[src/wai_pkg.sv]
// ----------------------------------------------------------------------------
// wai_pkg: shared widths and types for the wrapped angle interpolator
// Angle and blend-fraction formats, pipeline control word.
// ----------------------------------------------------------------------------
package wai_pkg;

  localparam int ANGLE_BITS      = 16;
  localparam int ALPHA_FRAC_BITS = 16;
  localparam int THRESH_BITS     = 15;
  localparam int BLEND_BITS      = 19;

  localparam int ALPHA_W = ALPHA_FRAC_BITS + 1;
  localparam int MAG_W   = ANGLE_BITS + 1;
  localparam int PROD_W  = ANGLE_BITS + ALPHA_W + 1;

  localparam logic [ALPHA_W-1:0] ALPHA_ONE = ALPHA_W'(1) << ALPHA_FRAC_BITS;
  localparam logic [PROD_W-1:0]  ROUND_HALF = PROD_W'(1) << (ALPHA_FRAC_BITS - 1);

  localparam logic REQ_STEP  = 1'b0;
  localparam logic REQ_BLEND = 1'b1;

  typedef struct packed {
    logic en1;
    logic en2;
    logic en_out;
  } stage_ctrl_t;

endpackage

[src/wrapped_angle_interpolator_unit.sv]
// ----------------------------------------------------------------------------
// wrapped_angle_interpolator_unit: three-lane binary angle interpolator
// Shortest-path step or blend of X, Y and Z angles with a match flag.
// ----------------------------------------------------------------------------
//  channel | handshake            | word
//  --------+----------------------+------------------------------------------
//  input   | in_valid / in_stall  | req_type, from_*, to_*, step_rate,
//          |                      | blend_factor, tolerance
//  output  | out_valid / out_stall| new_x, new_y, new_z, all_match
//
//  One word per cycle while in_stall is low; a result word is presented
//  through three registers (difference stage, blend multiply-add stage,
//  output register).
//  rst clears the stage valid bits only.
//  out_stall holds the output register; bubbles in the pipe still fill, and
//  in_stall rises only when every stage holds a word.
// ----------------------------------------------------------------------------
module wrapped_angle_interpolator_unit (
  input  logic                                   clk,
  input  logic                                   rst,
  input  logic                                   in_valid,
  output logic                                   in_stall,
  input  logic                                   req_type,
  input  logic signed [15:0]                     from_x,
  input  logic signed [15:0]                     from_y,
  input  logic signed [15:0]                     from_z,
  input  logic signed [15:0]                     to_x,
  input  logic signed [15:0]                     to_y,
  input  logic signed [15:0]                     to_z,
  input  logic [14:0]                            step_rate,
  input  logic signed [18:0]                     blend_factor,
  input  logic [14:0]                            tolerance,
  output logic                                   out_valid,
  input  logic                                   out_stall,
  output logic signed [15:0]                     new_x,
  output logic signed [15:0]                     new_y,
  output logic signed [15:0]                     new_z,
  output logic                                   all_match
);

  localparam int BW = wai_pkg::BLEND_BITS;
  localparam int LW = wai_pkg::ALPHA_W;

  wai_pkg::stage_ctrl_t ctrl;

  logic v1;
  logic v2;

  logic [BW-1:0] blend_mag;
  logic [LW-1:0] alpha;

  logic [wai_pkg::ANGLE_BITS-1:0] lane_x;
  logic [wai_pkg::ANGLE_BITS-1:0] lane_y;
  logic [wai_pkg::ANGLE_BITS-1:0] lane_z;
  logic [2:0]                     lane_match;

  assign ctrl.en_out = !out_valid || !out_stall;
  assign ctrl.en2    = !v2 || ctrl.en_out;
  assign ctrl.en1    = !v1 || ctrl.en2;
  assign in_stall    = !ctrl.en1;

  always_ff @(posedge clk) begin
    if (rst) begin
      v1 <= 1'b0;
      v2 <= 1'b0;
    end else begin
      if (ctrl.en1) begin
        v1 <= in_valid;
      end
      if (ctrl.en2) begin
        v2 <= v1;
      end
    end
  end

  assign blend_mag = blend_factor[BW-1] ? BW'(BW'(0) - blend_factor) : blend_factor;
  assign alpha     = (blend_mag > BW'(wai_pkg::ALPHA_ONE)) ? wai_pkg::ALPHA_ONE
                                                           : LW'(blend_mag);

  wai_lane u_lane_x (
    .clk       (clk),
    .ctrl      (ctrl),
    .req_type  (req_type),
    .from_a    (from_x),
    .to_a      (to_x),
    .step_rate (step_rate),
    .alpha     (alpha),
    .tolerance (tolerance),
    .new_a     (lane_x),
    .match     (lane_match[0])
  );

  wai_lane u_lane_y (
    .clk       (clk),
    .ctrl      (ctrl),
    .req_type  (req_type),
    .from_a    (from_y),
    .to_a      (to_y),
    .step_rate (step_rate),
    .alpha     (alpha),
    .tolerance (tolerance),
    .new_a     (lane_y),
    .match     (lane_match[1])
  );

  wai_lane u_lane_z (
    .clk       (clk),
    .ctrl      (ctrl),
    .req_type  (req_type),
    .from_a    (from_z),
    .to_a      (to_z),
    .step_rate (step_rate),
    .alpha     (alpha),
    .tolerance (tolerance),
    .new_a     (lane_z),
    .match     (lane_match[2])
  );

  wai_merge u_merge (
    .clk        (clk),
    .rst        (rst),
    .ctrl       (ctrl),
    .lane_valid (v2),
    .lane_x     (lane_x),
    .lane_y     (lane_y),
    .lane_z     (lane_z),
    .lane_match (lane_match),
    .out_valid  (out_valid),
    .new_x      (new_x),
    .new_y      (new_y),
    .new_z      (new_z),
    .all_match  (all_match)
  );

endmodule

[src/wai_lane.sv]
// ----------------------------------------------------------------------------
// wai_lane: one angle lane of the interpolator
// Two register stages: wrapped difference and step result, then the blend
// product sum; the rounded result and select leave combinationally.
// ----------------------------------------------------------------------------
module wai_lane (
  input  logic                                  clk,
  input  wai_pkg::stage_ctrl_t                  ctrl,
  input  logic                                  req_type,
  input  logic signed [wai_pkg::ANGLE_BITS-1:0] from_a,
  input  logic signed [wai_pkg::ANGLE_BITS-1:0] to_a,
  input  logic [wai_pkg::THRESH_BITS-1:0]       step_rate,
  input  logic [wai_pkg::ALPHA_W-1:0]           alpha,
  input  logic [wai_pkg::THRESH_BITS-1:0]       tolerance,
  output logic [wai_pkg::ANGLE_BITS-1:0]        new_a,
  output logic                                  match
);

  localparam int AW = wai_pkg::ANGLE_BITS;
  localparam int MW = wai_pkg::MAG_W;
  localparam int PW = wai_pkg::PROD_W;
  localparam int FB = wai_pkg::ALPHA_FRAC_BITS;

  logic [AW-1:0] diff;
  logic [MW-1:0] diff_ext;
  logic [MW-1:0] dmag;
  logic          within_rate;
  logic          within_tol;
  logic [AW-1:0] step_val;

  logic                        s1_mode;
  logic [AW-1:0]               s1_from;
  logic [AW-1:0]               s1_to;
  logic signed [AW-1:0]        s1_diff;
  logic                        s1_snap;
  logic                        s1_match;
  logic [AW-1:0]               s1_step;
  logic [wai_pkg::ALPHA_W-1:0] s1_alpha;

  logic signed [PW-1:0] prod;
  logic signed [PW-1:0] sum;

  logic                 s2_mode;
  logic [AW-1:0]        s2_to;
  logic                 s2_snap;
  logic                 s2_match;
  logic [AW-1:0]        s2_step;
  logic signed [PW-1:0] s2_sum;

  logic [PW-1:0] abs_sum;
  logic [PW-1:0] rnd_sum;
  logic [AW-1:0] rnd_q;
  logic [AW-1:0] blend_val;

  assign diff        = AW'(to_a - from_a);
  assign diff_ext    = {diff[AW-1], diff};
  assign dmag        = diff[AW-1] ? MW'(MW'(0) - diff_ext) : diff_ext;
  assign within_rate = dmag <= MW'(step_rate);
  assign within_tol  = dmag <= MW'(tolerance);
  assign step_val    = diff[AW-1] ? AW'(from_a - AW'(step_rate))
                                  : AW'(from_a + AW'(step_rate));

  always_ff @(posedge clk) begin
    if (ctrl.en1) begin
      s1_mode  <= req_type;
      s1_from  <= from_a;
      s1_to    <= to_a;
      s1_diff  <= diff;
      s1_snap  <= (req_type == wai_pkg::REQ_BLEND) ? within_tol : within_rate;
      s1_match <= within_tol;
      s1_step  <= step_val;
      s1_alpha <= alpha;
    end
  end

  assign prod = PW'(s1_diff * $signed({1'b0, s1_alpha}));
  assign sum  = PW'({{(PW-AW-FB){s1_from[AW-1]}}, s1_from, FB'(0)}) + prod;

  always_ff @(posedge clk) begin
    if (ctrl.en2) begin
      s2_mode  <= s1_mode;
      s2_to    <= s1_to;
      s2_snap  <= s1_snap;
      s2_match <= s1_match;
      s2_step  <= s1_step;
      s2_sum   <= sum;
    end
  end

  assign abs_sum   = s2_sum[PW-1] ? PW'(PW'(0) - s2_sum) : s2_sum;
  assign rnd_sum   = abs_sum + wai_pkg::ROUND_HALF;
  assign rnd_q     = rnd_sum[FB +: AW];
  assign blend_val = s2_sum[PW-1] ? AW'(AW'(0) - rnd_q) : rnd_q;

  assign new_a = s2_snap ? s2_to
               : ((s2_mode == wai_pkg::REQ_BLEND) ? blend_val : s2_step);
  assign match = s2_match;

endmodule

[src/wai_merge.sv]
// ----------------------------------------------------------------------------
// wai_merge: output stage of the interpolator
// Combine the lane results and match bits into the registered output word.
// ----------------------------------------------------------------------------
module wai_merge (
  input  logic                                   clk,
  input  logic                                   rst,
  input  wai_pkg::stage_ctrl_t                   ctrl,
  input  logic                                   lane_valid,
  input  logic [wai_pkg::ANGLE_BITS-1:0]         lane_x,
  input  logic [wai_pkg::ANGLE_BITS-1:0]         lane_y,
  input  logic [wai_pkg::ANGLE_BITS-1:0]         lane_z,
  input  logic [2:0]                             lane_match,
  output logic                                   out_valid,
  output logic signed [wai_pkg::ANGLE_BITS-1:0]  new_x,
  output logic signed [wai_pkg::ANGLE_BITS-1:0]  new_y,
  output logic signed [wai_pkg::ANGLE_BITS-1:0]  new_z,
  output logic                                   all_match
);

  always_ff @(posedge clk) begin
    if (rst) begin
      out_valid <= 1'b0;
    end else if (ctrl.en_out) begin
      out_valid <= lane_valid;
    end
  end

  always_ff @(posedge clk) begin
    if (ctrl.en_out) begin
      new_x     <= lane_x;
      new_y     <= lane_y;
      new_z     <= lane_z;
      all_match <= &lane_match;
    end
  end

endmodule

[config.mk]
export PLATFORM = sky130hd
export DESIGN_NAME = wrapped_angle_interpolator_unit
export DESIGN_NICKNAME = d
export VERILOG_FILES = /design/src/wai_pkg.sv /design/src/wrapped_angle_interpolator_unit.sv /design/src/wai_lane.sv /design/src/wai_merge.sv
export SDC_FILE = /design/constraint.sdc
export NUM_CORES = 2
export LEC_CHECK = 0
export ABC_AREA = 1
export ABC_CLOCK_PERIOD_IN_PS = 29500
export BUFFER_PORTS_ARGS = -buffer_cell sky130_fd_sc_hd__buf_4
export CORE_MARGIN = 2
export CORE_UTILIZATION = 45
export DETAILED_ROUTE_END_ITERATION = 6
export PLACE_DENSITY = 0.64
export REMOVE_ABC_BUFFERS = 1
export SLEW_MARGIN = 20
export SYNTH_ARGS = -nofsm -noshare
export SYNTH_HDL_FRONTEND = slang
export SYNTH_SLANG_ARGS = --single-unit
export TNS_END_PERCENT = 100
[constraint.sdc]
create_clock -name clk -period 29.5 [get_ports clk]
set_input_delay 7.375 -clock clk [delete_from_list [all_inputs] [get_ports clk]]
set_output_delay 7.375 -clock clk [all_outputs]
set_load 0.02 [all_outputs]
==> results_tabular.tex <==
\begin{tabular}{lr}
\hline
Metric & Value \\
\hline
\multicolumn{2}{l}{\textbf{CTS}} \\
Resized cells post-CTS & 0 \\
Setup fix buffers added after clock tree synthesis & 0 \\
Clock tree from TritonCTS & built \\
Clock input transition at the sequential cells of the worst setup and hold paths & 0.06 ns \\
Buffer depth of the longest clock path & 3 \\
Count of H-tree levels built during CTS & 2 \\
Hold-fix buffers, CTS & 0 \\
Clk\_lat worst skew & 0.70 ns \\
TritonCTS Sinks & 470 \\
Num CTS Buffers & 56 \\
Root buffer selected by CTS & clkbuf\_16 \\
\multicolumn{2}{l}{\textbf{Timing}} \\
Unrepaired setup endpoints after global routing & no \\
Total negative slack for setup checks & 0 ns \\
Worst clock skew on the final layout & 0.0675 ns \\
Endpoints failing hold & 0 \\
Endpoints failing setup & 0 \\
Final Max Slew Viols & 0 \\
Achievable Freq & 59.8 MHz \\
Post-layout minimum cycle time & 16.71 ns \\
Relative slew slack & 20.1\% \\
Slew at the pin with the worst max-slew slack & 1.19 ns \\
Period utilisation layout & 56.7\% \\
\multicolumn{2}{l}{\textbf{GRT}} \\
Pin count of the biggest net entering global routing & 88 \\
Wire length of the first global-routing pass & 254 mm \\
Gr usage total & 24.7\% \\
Antenna violations before repair & 7 \\
Sum of overflow across all layers after global routing & 0 \\
Number of global-route vias before repair & 46.3k \\
\multicolumn{2}{l}{\textbf{Routing}} \\
Remaining design rule violation count & 0 \\
Number of vias in the routed layout & 45.2k \\
Starting DRC count in detailed routing & 3608 \\
DRT Pass-1 Iters & 6 \\
Via density per instance & 5.14 \\
Final antenna-violating net count & 0 \\
Drt total wl & 158 mm \\
Wire length per cell after detailed routing & 18.0 um \\
\multicolumn{2}{l}{\textbf{Pwr}} \\
Sequential share of power & 18.8\% \\
Cell-internal power & 3.46 mW \\
Part of the total power dissipated in combinational logic & 70.9\% \\
Reported net switching power & 3.72 mW \\
Leakage power total & 34.0 nW \\
Post-layout power & 7.18 mW \\
Share of power burned in the clock network & 10.3\% \\
Proportion of total power due to net switching & 51.8\% \\
Total power divided by cell area & 114 mW/mm2 \\
Peak supply drop & 0.133 mV \\
\multicolumn{2}{l}{\textbf{Setup path}} \\
Critical path type & in -> out \\
Worst-path fanout max & 79 \\
Top cell by count, worst path & buf\_4 \\
Kind of cell adding the most delay to the critical path & buffers and inverters \\
Critical Path Slowest Stage Cell & buf\_4 \\
Slowest Stage Delay on Critical Path & 0.64 ns \\
Crit path buf inv count & 4 \\
Series of cell instances along the critical path & buf\_4 -> nand2\_4 -> buf\_4 -> nor2\_1 -> inv\_8 -> nor2\_1 -> buf\_4 \\
CP endpoint kind & output port \\
Required time of the worst setup path & 22.12 ns \\
Startpoint Class & input port \\
Signal arrival time at the worst endpoint & 9.34 ns \\
\multicolumn{2}{l}{\textbf{Floorplanning}} \\
Die Outline Area & 0.132 mm2 \\
Total number of placement rows & 131 \\
Top-level port count & 201 \\
Die Width & 363 um \\
Area inside the core boundary & 0.128 mm2 \\
Die outline height & 363 um \\
Effective utilization at floorplan & 45.4\% \\
\multicolumn{2}{l}{\textbf{Synth}} \\
Number of synthesized register bits & 470 \\
Post-synthesis mux area share & 0\% \\
Adder-cell share of the synthesized area & 35.1\% \\
Proportion of synthesized chip area in sequential cells & 24.3\% \\
Async set-reset flop share out of synthesis & 0\% \\
Mean area per synthesized cell & 8.27 um2 \\
Post-synthesis instance area & 0.0579 mm2 \\
Post-synthesis cell type count & 64 \\
Count of flip-flops with a built-in enable after synthesis & 467 \\
Warning count from the yosys run & 0 \\
Parity-gate share of the synthesized area counting xor and xnor cells & 4.05\% \\
Cell type with the highest aggregate area in the netlist & edfxtp\_1 \\
Simple-gate share of the synthesized area & 18.3\% \\
Ranking of synthesized cells by area & edfxtp\_1 (24\%), fa\_1 (24\%), ha\_1 (12\%) \\
Cell count after synthesis & 7011 \\
Fraction of post-synthesis cell area in the top cell type by area & 24.2\% \\
Synth Area in Compound Gates & 5.36\% \\
Main combinational cell family by area after synthesis & adder cells \\
Primary FF master, synth & edfxtp\_1 \\
\multicolumn{2}{l}{\textbf{Cells and area}} \\
Final nets & 8454 \\
Area Overhead vs Synth & 8.65\% \\
Share of post-route cells with drive strength above 1 & 6.66\% \\
\multicolumn{2}{l}{\textbf{Place}} \\
Weighted congestion at the end of routability-driven global placement & 0.920 \\
Count of port buffers added during placement & 200 \\
DP Wirelength & 125 mm \\
\multicolumn{2}{l}{\textbf{Job}} \\
Count of max-cap constraint violations & 0 \\
\multicolumn{2}{l}{\textbf{Hold path}} \\
Class of the worst hold path & reg -> reg \\
\multicolumn{2}{l}{\textbf{Run status}} \\
Run status & complete, no violations \\
\hline
\end{tabular}
per-layer routing:
layer / GRT usage (%) / up-vias / wire length, um
met5: 0 / - / 62
met4: 7.32 / 8 / 4620
met3: 3.28 / 235 / 11600
li1: - / 21445 / -
met1: 34.2 / 22071 / 69800
met2: 40.2 / 1470 / 72400
worst reg2reg max path, stage by stage (launching register included):
cell      delay (ns)
edfxtp_1        0.75
buf_4           0.61
inv_1           0.23
nand2_1         0.24
fa_1            0.47
fa_1            0.49
inv_1           0.05
fa_1            0.51
fa_1            0.44
fa_1            0.49
inv_1           0.05
fa_1            0.49
inv_1           0.05
ha_1            0.36
a21oi_1         0.23
o21ai_0         0.17
a21o_1          0.18
a21oi_1         0.25
inv_1           0.08
a21oi_1         0.29
o21ai_0         0.21
a21oi_1         0.20
xnor2_1         0.08
layout by cell type (no fill, tap or decap), types with 183 or more instances in the layout:
cell type	Yosys	final
nor2_1	371	371
ha_1	536	536
edfxtp_1	467	467
inv_1	1744	1742
buf_4	2	242
nand3_1	211	211
nand2_1	1678	1677
a21oi_1	248	248
fa_1	681	681
xor2_1	183	183
worst paths after layout:
path / start / end / slack (ns) / cells after the start
worst max register to register: u_lane_y.s1_alpha[0] / u_lane_x.s2_sum[28] / 22.30 / 22
worst min register to register: u_lane_x.s1_step[0] / u_lane_x.s2_step[0] / 0.39 / 0
worst min-delay path: u_lane_x.s1_step[0] / u_lane_x.s2_step[0] / 0.39 / 0
worst max-delay path: out_stall / in_stall / 12.79 / 7
cell usage after synthesis, types with 24 or more instances:
| master | instances |
|---|---|
| a21oi_1 | 248 |
| buf_1 | 40 |
| clkbuf_1 | 169 |
| edfxtp_1 | 467 |
| fa_1 | 681 |
| ha_1 | 536 |
| inv_1 | 1744 |
| nand2_1 | 1678 |
| nand2_2 | 54 |
| nand3_1 | 211 |
| nand4_1 | 55 |
| nor2_1 | 371 |
| nor2_2 | 24 |
| nor3_1 | 39 |
| o211ai_1 | 25 |
| o21ai_0 | 154 |
| xnor2_1 | 83 |
| xor2_1 | 183 |
through the flow:
stage | worst slack [ns] | utilization (%) | area [um2] | hold slack, ns | std cells
5_1_grt | 12.55 | 49.3 | 63000 | 0.392 | 8798
2_1_floorplan | 8.79 | - | 57100 | 0.400 | 6787
4_1_cts | 12.67 | 49.3 | 63000 | 0.395 | 8796
3_3_place_gp | 12.71 | 47.8 | 61000 | 0.401 | 8691
3_5_place_dp | 12.67 | 47.8 | 61000 | 0.405 | 8691
6_report | 12.79 | 49.3 | 63000 | 0.391 | 8798
logic make-up (layout without fill, tap and decap cells):
family	count (synthesis)	count (layout)
AND/OR/NAND/NOR	2527	2527
buffers and inverters	1980	2103
adder cells (fa/ha/maj)	1217	1217
AO/OA/AOI/OAI	550	550
flip-flops	470	470
XOR/XNOR	267	267
other	0	2
state kept, by name, indices dropped and copies added, names as in the netlist, 17 cells and up:
signal and count:
u_lane_y.s1_alpha 17, u_lane_y.s2_sum 33, u_lane_z.s2_sum 33, u_lane_x.s2_sum 33
power groups by stage:
stage               clock network [mW]  logic [mW]  registers [mW]
floorplan                            0        3.68            1.36
global placement                     0        4.97            1.35
detailed placement                   0        5.01            1.35
CTS                              0.756        5.08            1.35
global route                     0.782        5.81            1.37
finish                           0.741        5.09            1.35
area by class of cell:
| cell class | count | area, um2 |
|---|---|---|
| flip-flops and latches | 470 | 14100 |
| well taps | 1662 | 2080 |
| clock inverters | 40 | 518 |
| multi-input cells | 4561 | 36400 |
| clock buffers | 65 | 1440 |
| inverters | 1756 | 6610 |
| repair buffers | 242 | 1820 |
| diodes | 2 | 5.00 |
| fillers | 12129 | 64700 |
Note: power is estimated with default switching activity, not from simulation.
